`config.mk`:
```
export PLATFORM = sky130hd
export DESIGN_NAME = escaped_frame_command_receiver
export DESIGN_NICKNAME = d
export VERILOG_FILES = /design/src/hw/rtl/efcr_pkg.sv /design/src/hw/rtl/efcr_front.sv /design/src/hw/rtl/efcr_queue.sv /design/src/hw/rtl/efcr_back.sv /design/src/hw/rtl/escaped_frame_command_receiver.sv
export SDC_FILE = /design/constraint.sdc
export NUM_CORES = 1
export LEC_CHECK = 0
export BUFFER_PORTS_ARGS = -buffer_cell sky130_fd_sc_hd__clkbuf_2
export CAP_MARGIN = 20
export CELL_PAD_IN_SITES_DETAIL_PLACEMENT = 0
export CELL_PAD_IN_SITES_GLOBAL_PLACEMENT = 2
export CORE_MARGIN = 3
export CORE_UTILIZATION = 50
export DETAILED_ROUTE_END_ITERATION = 8
export PLACE_DENSITY = 0.93
export SLEW_MARGIN = 20
export SYNTH_ARGS = -nofsm -noshare
export SYNTH_HDL_FRONTEND = slang
export SYNTH_SLANG_ARGS = --single-unit
```
`constraint.sdc`:
```
create_clock -name i_clk -period 5.95 [get_ports i_clk]
set_input_delay 0.595 -clock i_clk [delete_from_list [all_inputs] [get_ports i_clk]]
set_output_delay 0.595 -clock i_clk [all_outputs]
set_load 0.03 [all_outputs]
```
`src/hw/rtl/efcr_pkg.sv`:
```
`timescale 1ns / 1ps

package efcr_pkg;

    localparam int FRAME_BYTES = 10;
    localparam int HEAD_DEPTH  = 4;
    localparam int CNT_W       = $clog2(FRAME_BYTES + 1);
    localparam int QDEPTH      = 4;
    localparam int QPTR_W      = $clog2(QDEPTH);
    localparam int QCNT_W      = $clog2(QDEPTH + 1);

    localparam logic [7:0] FLAG_BYTE = 8'h7F;
    localparam logic [7:0] ESC_BYTE  = 8'h7E;
    localparam logic [7:0] ESC_XOR   = 8'h20;
    localparam logic [7:0] CHR_P     = 8'h70;
    localparam logic [7:0] CHR_O     = 8'h6F;
    localparam logic [7:0] CHR_S     = 8'h73;

    typedef enum logic [2:0] {
        KIND_YAW          = 3'd0,
        KIND_PITCH        = 3'd1,
        KIND_STOP         = 3'd2,
        KIND_MALFORMED    = 3'd3,
        KIND_UNRECOGNIZED = 3'd4,
        KIND_POLL         = 3'd5
    } t_kind;

    typedef struct packed {
        logic                          is_poll;
        logic                          poll_p;
        logic                          bad;
        logic                          short_frame;
        logic [HEAD_DEPTH-1:0][7:0]    head;
    } t_cmd;

endpackage

```
`src/hw/rtl/efcr_front.sv`:
```
`timescale 1ns / 1ps

module efcr_front
    import efcr_pkg::*;
(
    input  logic       i_clk,
    input  logic       i_rst_n,
    input  logic       i_accept,
    input  logic       i_req_type,
    input  logic [7:0] i_rx_byte,
    output logic       o_push,
    output t_cmd       o_cmd
);

    logic                       r_in_frame, n_in_frame;
    logic                       r_esc, n_esc;
    logic [CNT_W-1:0]           r_cnt, n_cnt;
    logic                       r_toggle, n_toggle;
    logic [HEAD_DEPTH-1:0][7:0] r_head;

    logic       store;
    logic [7:0] store_byte;
    logic       is_flag;

    assign is_flag = (i_rx_byte == FLAG_BYTE);

    always_comb begin
        n_in_frame = r_in_frame;
        n_esc      = r_esc;
        n_cnt      = r_cnt;
        n_toggle   = r_toggle;
        store      = 1'b0;
        store_byte = i_rx_byte;
        o_push     = 1'b0;

        o_cmd.is_poll     = i_req_type;
        o_cmd.poll_p      = r_toggle;
        o_cmd.bad         = r_esc || (r_cnt > CNT_W'(FRAME_BYTES - 1));
        o_cmd.short_frame = (r_cnt < CNT_W'(HEAD_DEPTH));
        o_cmd.head        = r_head;

        if (i_accept) begin
            if (i_req_type) begin
                o_push   = 1'b1;
                n_toggle = ~r_toggle;
            end else if (is_flag) begin
                o_push     = r_in_frame && ((r_cnt != '0) || r_esc);
                n_in_frame = 1'b1;
                n_esc      = 1'b0;
                n_cnt      = '0;
            end else if (r_in_frame) begin
                if (r_esc) begin
                    store      = 1'b1;
                    store_byte = i_rx_byte ^ ESC_XOR;
                    n_esc      = 1'b0;
                end else if (i_rx_byte == ESC_BYTE) begin
                    n_esc = 1'b1;
                end else begin
                    store = 1'b1;
                end
            end
        end

        if (store && (r_cnt < CNT_W'(FRAME_BYTES))) begin
            n_cnt = r_cnt + CNT_W'(1);
        end
    end

    always_ff @(posedge i_clk) begin
        if (!i_rst_n) begin
            r_in_frame <= 1'b0;
            r_esc      <= 1'b0;
            r_cnt      <= '0;
            r_toggle   <= 1'b0;
        end else begin
            r_in_frame <= n_in_frame;
            r_esc      <= n_esc;
            r_cnt      <= n_cnt;
            r_toggle   <= n_toggle;
        end
    end

    always_ff @(posedge i_clk) begin
        if (store && (r_cnt < CNT_W'(HEAD_DEPTH))) begin
            r_head[r_cnt[1:0]] <= store_byte;
        end
    end

endmodule

```
`src/hw/rtl/efcr_queue.sv`:
```
`timescale 1ns / 1ps

module efcr_queue
    import efcr_pkg::*;
(
    input  logic i_clk,
    input  logic i_rst_n,
    input  logic i_push,
    input  t_cmd i_cmd,
    input  logic i_pop,
    output logic o_full,
    output logic o_not_empty,
    output t_cmd o_cmd
);

    t_cmd              r_mem [QDEPTH];
    logic [QPTR_W-1:0] r_wr_ptr, n_wr_ptr;
    logic [QPTR_W-1:0] r_rd_ptr, n_rd_ptr;
    logic [QCNT_W-1:0] r_count, n_count;

    assign o_full      = (r_count == QCNT_W'(QDEPTH));
    assign o_not_empty = (r_count != '0);
    assign o_cmd       = r_mem[r_rd_ptr];

    always_comb begin
        n_wr_ptr = r_wr_ptr;
        n_rd_ptr = r_rd_ptr;
        n_count  = r_count;
        if (i_push) begin
            n_wr_ptr = r_wr_ptr + QPTR_W'(1);
        end
        if (i_pop) begin
            n_rd_ptr = r_rd_ptr + QPTR_W'(1);
        end
        if (i_push && !i_pop) begin
            n_count = r_count + QCNT_W'(1);
        end else if (!i_push && i_pop) begin
            n_count = r_count - QCNT_W'(1);
        end
    end

    always_ff @(posedge i_clk) begin
        if (!i_rst_n) begin
            r_wr_ptr <= '0;
            r_rd_ptr <= '0;
            r_count  <= '0;
        end else begin
            r_wr_ptr <= n_wr_ptr;
            r_rd_ptr <= n_rd_ptr;
            r_count  <= n_count;
        end
    end

    always_ff @(posedge i_clk) begin
        if (i_push) begin
            r_mem[r_wr_ptr] <= i_cmd;
        end
    end

endmodule

```
`src/hw/rtl/efcr_back.sv`:
```
`timescale 1ns / 1ps

module efcr_back
    import efcr_pkg::*;
(
    input  logic        i_clk,
    input  logic        i_rst_n,
    input  logic        i_not_empty,
    input  t_cmd        i_cmd,
    output logic        o_pop,
    input  logic        i_stall,
    output logic        o_valid,
    output logic [2:0]  o_result_kind,
    output logic [15:0] o_value
);

    logic        r_valid, n_valid;
    t_kind       r_kind, n_kind;
    logic [15:0] r_value, n_value;

    t_kind       dec_kind;
    logic [15:0] dec_value;

    always_comb begin
        dec_kind  = KIND_MALFORMED;
        dec_value = '0;
        if (i_cmd.is_poll) begin
            dec_kind  = KIND_POLL;
            dec_value = {8'h00, (i_cmd.poll_p ? CHR_P : CHR_O)};
        end else if (i_cmd.bad) begin
            dec_kind = KIND_MALFORMED;
        end else if (i_cmd.head[0] == CHR_S) begin
            dec_kind = KIND_STOP;
        end else if ((i_cmd.head[0] != CHR_P) && (i_cmd.head[0] != CHR_O)) begin
            dec_kind = KIND_UNRECOGNIZED;
        end else if (i_cmd.short_frame || (i_cmd.head[1] != i_cmd.head[0])) begin
            dec_kind = KIND_MALFORMED;
        end else begin
            dec_kind  = (i_cmd.head[0] == CHR_P) ? KIND_YAW : KIND_PITCH;
            dec_value = {i_cmd.head[2], i_cmd.head[3]};
        end
    end

    assign o_pop = i_not_empty && (!r_valid || !i_stall);

    always_comb begin
        n_valid = r_valid;
        n_kind  = r_kind;
        n_value = r_value;
        if (o_pop) begin
            n_valid = 1'b1;
            n_kind  = dec_kind;
            n_value = dec_value;
        end else if (!i_stall) begin
            n_valid = 1'b0;
        end
    end

    always_ff @(posedge i_clk) begin
        if (!i_rst_n) begin
            r_valid <= 1'b0;
        end else begin
            r_valid <= n_valid;
        end
    end

    always_ff @(posedge i_clk) begin
        r_kind  <= n_kind;
        r_value <= n_value;
    end

    assign o_valid       = r_valid;
    assign o_result_kind = r_kind;
    assign o_value       = r_value;

endmodule

```
`src/hw/rtl/escaped_frame_command_receiver.sv`:
```
// channel  | signals                                  | direction
// ---------+------------------------------------------+----------
// request  | i_valid, o_stall, i_req_type, i_rx_byte  | in
// result   | o_valid, i_stall, o_result_kind, o_value | out
//
// one beat accepted per cycle while o_stall is low; a result passes from the beat
// causing it through the command queue and then the result register to the outputs
// a four-entry command queue separates the deframer from the result register
// o_stall rises only when that queue is full
// reset is synchronous on i_rst_n
`timescale 1ns / 1ps

module escaped_frame_command_receiver
    import efcr_pkg::*;
(
    input  logic        i_clk,
    input  logic        i_rst_n,
    input  logic        i_valid,
    output logic        o_stall,
    input  logic        i_req_type,
    input  logic [7:0]  i_rx_byte,
    output logic        o_valid,
    input  logic        i_stall,
    output logic [2:0]  o_result_kind,
    output logic [15:0] o_value
);

    logic accept;
    logic push;
    logic pop;
    logic full;
    logic not_empty;
    t_cmd front_cmd;
    t_cmd queue_cmd;

    assign o_stall = full;
    assign accept  = i_valid && !full;

    efcr_front u_front (
        .i_clk      (i_clk),
        .i_rst_n    (i_rst_n),
        .i_accept   (accept),
        .i_req_type (i_req_type),
        .i_rx_byte  (i_rx_byte),
        .o_push     (push),
        .o_cmd      (front_cmd)
    );

    efcr_queue u_queue (
        .i_clk       (i_clk),
        .i_rst_n     (i_rst_n),
        .i_push      (push),
        .i_cmd       (front_cmd),
        .i_pop       (pop),
        .o_full      (full),
        .o_not_empty (not_empty),
        .o_cmd       (queue_cmd)
    );

    efcr_back u_back (
        .i_clk         (i_clk),
        .i_rst_n       (i_rst_n),
        .i_not_empty   (not_empty),
        .i_cmd         (queue_cmd),
        .o_pop         (pop),
        .i_stall       (i_stall),
        .o_valid       (o_valid),
        .o_result_kind (o_result_kind),
        .o_value       (o_value)
    );

endmodule

```
==> impl_metrics.tcl <==
set metrics [dict create \
    final_antenna_net_count 0 \
    critPathBufInv 1 \
    slowest_delay_ps 1050 \
    hp-class "input port to register" \
    synth_top_area_share_pct 71.2 \
    cp_max_fo 22 \
    grt_start_max_net_pins 37 \
    syn_area_um2 8220 \
    synth_commonest_cells "edfxtp_1, mux4_2, dfxtp_1" \
    whs_path_depth 3 \
    yosys_warnings 0 \
    vias 3851 \
    path_class "register to register" \
    p_total_w 0.00391 \
    design_area_um2 9310 \
    grt_pass1_wl_mm 22.3 \
    antenna_found_initial 0 \
    core_area_um2 16000 \
    powerDensity_nw_per_um2 420 \
    tns_ps 0 \
    path_depth 6 \
    ctsHoldBuffers 0 \
    period_share_pct 51.6 \
    crit_path_end_kind "register" \
    synth_edf_count 195 \
    drt_first_iter_violations 296 \
    drc 0 \
    yosys.cell_types.count 51 \
    syn-num-nets 441 \
    clock_skew_ps 7.76 \
    slew_headroom_pct 25.8 \
    cts_tree "built" \
    root_buffer "clkbuf_16" \
    diodes 0 \
    syn2layout_area_growth_pct 13.2 \
    ir_drop_mv 0.312 \
    drv_cap 0 \
    path_cells "buf_4, mux4_1, xor2_1, nor4_2, nand3_1, o31ai_1" \
    post_cts_resized 0 \
    setup_violations 0 \
    start_util_pct 51.4 \
    routed_wl_mm 14.2 \
    synthTopCellsByArea "edfxtp_1, mux4_2, mux4_1, dfxtp_1, ha_1" \
    ys.flop_type "edfxtp_1" \
    yosysMostFrequentCell "edfxtp_1" \
    grt_remaining_overflow 0 \
    layout_min_cycle_time_ps 3070 \
    clock_path_buffers 3 \
    outcome "finished clean" \
    port_buffers 33 \
    fmax_mhz 326 \
    cts_setup_buffers 0 \
    synthCells 417 \
    track_usage_pct 16.3 \
    drive_gt1_share_pct 21.7 \
    chipHeight_um 134 \
    r2r_cells 6 \
    place_area_um2 8610 \
    num_io_pins 34 \
    slowest_stage "dfxtp_1" \
    wl_per_cell_um 20.4 \
    synth_area_per_cell_um2 19.7 \
    fin_nets 491 \
    rows 46 \
    finalHoldViolCount 0 \
    synth_top_area_cell "edfxtp_1" \
    arrival_ps 3370 \
    place.gp.congestion 0.770 \
    fp.dieArea_um2 18000 \
    cts-buffers-inserted 22 \
    critPathTopFamily "flip-flops" \
    grt_pass1_vias 4028 \
    cts_htree_levels 1 \
    cp.required_ps 6250 \
    viasPerCell 5.51 \
    synth-seq-cells 212 \
    p_leak_nw 3.13 \
    clock_latency_ps 490 \
    die_w_um 134 \
    rsz0062_at_grt "false" \
    cp-start-kind "register" \
    dr.pass1.iters 5 \
    async_flop_share_pct 0 \
    clkSlewWorstSetupHoldPaths_ps 60 \
    slew_viol_final 0 \
    worstMarginPinSlew_ps 1110 \
    dp_hpwl_mm 8.91 \
    cts.sinks 212 \
    synth-seq-area-share_pct 75.4 \
]
-- logic make-up after synthesis --
group           after synthesis  share of synthesized area, %
fa+ha+maj                    11                          1.77
simple gates                 82                          5.91
xor+xnor                     14                          1.49
compound gates               32                          2.60
flops                       212                          75.4
mux                          42                          11.1
buf+inv                      24                          1.78
-- state kept, by name (all words and copies together), names as in the netlist, named ones only --
signal	count
u_queue.r_mem	144
u_front.o_cmd	32
u_back.o_value	16
u_front.r_cnt	4
u_back.o_result_kind	3
u_queue.r_count	3
u_queue.r_rd_ptr	2
u_queue.r_wr_ptr	2
u_back.o_valid	1
u_front.r_esc	1
u_front.r_in_frame	1
u_front.r_toggle	1
-- worst register-to-register path: stages, from the launching register on --
cell,delay (ps)
dfxtp_1,1050
buf_4,430
mux4_1,400
xor2_1,200
nor4_2,190
nand3_1,260
o31ai_1,340
-- final timing paths --
kind                  startpoint                 to  slack (ps)
setup / recovery        register  u_back.o_value[0]        2880
setup reg to reg        register  u_back.o_value[0]        2880
hold reg to reg   u_back.o_valid     u_back.o_valid         480
hold / removal           i_rst_n      u_front.r_esc         350
-- report_power, final --
group / total [W] / switching [W] / internal [W] / leakage (nW)
Clock: 0.00128 / 0.000511 / 0.000774 / 0.341
Combinational: 0.000773 / 0.000468 / 0.000304 / 0.876
Sequential: 0.00185 / 0.0000898 / 0.00177 / 1.91
-- cell usage in the layout (no fill, tap or decap), drive strengths merged, types with 3 or more instances in the layout --
cell and count:
clkinv 3, mux4 35, inv 10, o31ai 6, and3 8, ha 10
and4 9, edfxtp 195, dfxtp 17, o21ai 7, mux2i 6, xor2 13
nand3b 3, buf 7, clkbuf 69, a31oi 3, nor2 16, nand2 16
nor3 3, a21oi 8, nand3 6, and2 7
-- stage by stage --
stage / instances / hold slack [ps] / util (%) / setup slack (ps)
3_5_place_dp: 659 / 479 / 53.8 / 2790
5_1_grt: 699 / 354 / 58.2 / 2710
2_1_floorplan: 417 / 459 / - / 3100
4_1_cts: 699 / 333 / 58.2 / 2870
6_report: 699 / 355 / 58.2 / 2880
3_3_place_gp: 659 / 463 / 53.8 / 2910
-- routing by layer --
layer	share of wire, %	track usage [%]
met1	40	20.8
met2	50	27.4
met3	7.4	3.86
met4	2.2	6.33
met5	0	0
-- final cells by class --
type	count	area, um2
fillers	1180	6690
well taps	216	270
inverters	10	37.5
clock inverters	4	26.3
clock buffers	36	674
multi-input cells	181	1880
repair buffers	40	218
flip-flops and latches	212	6200
Note: power is estimated with default switching activity, not from simulation.
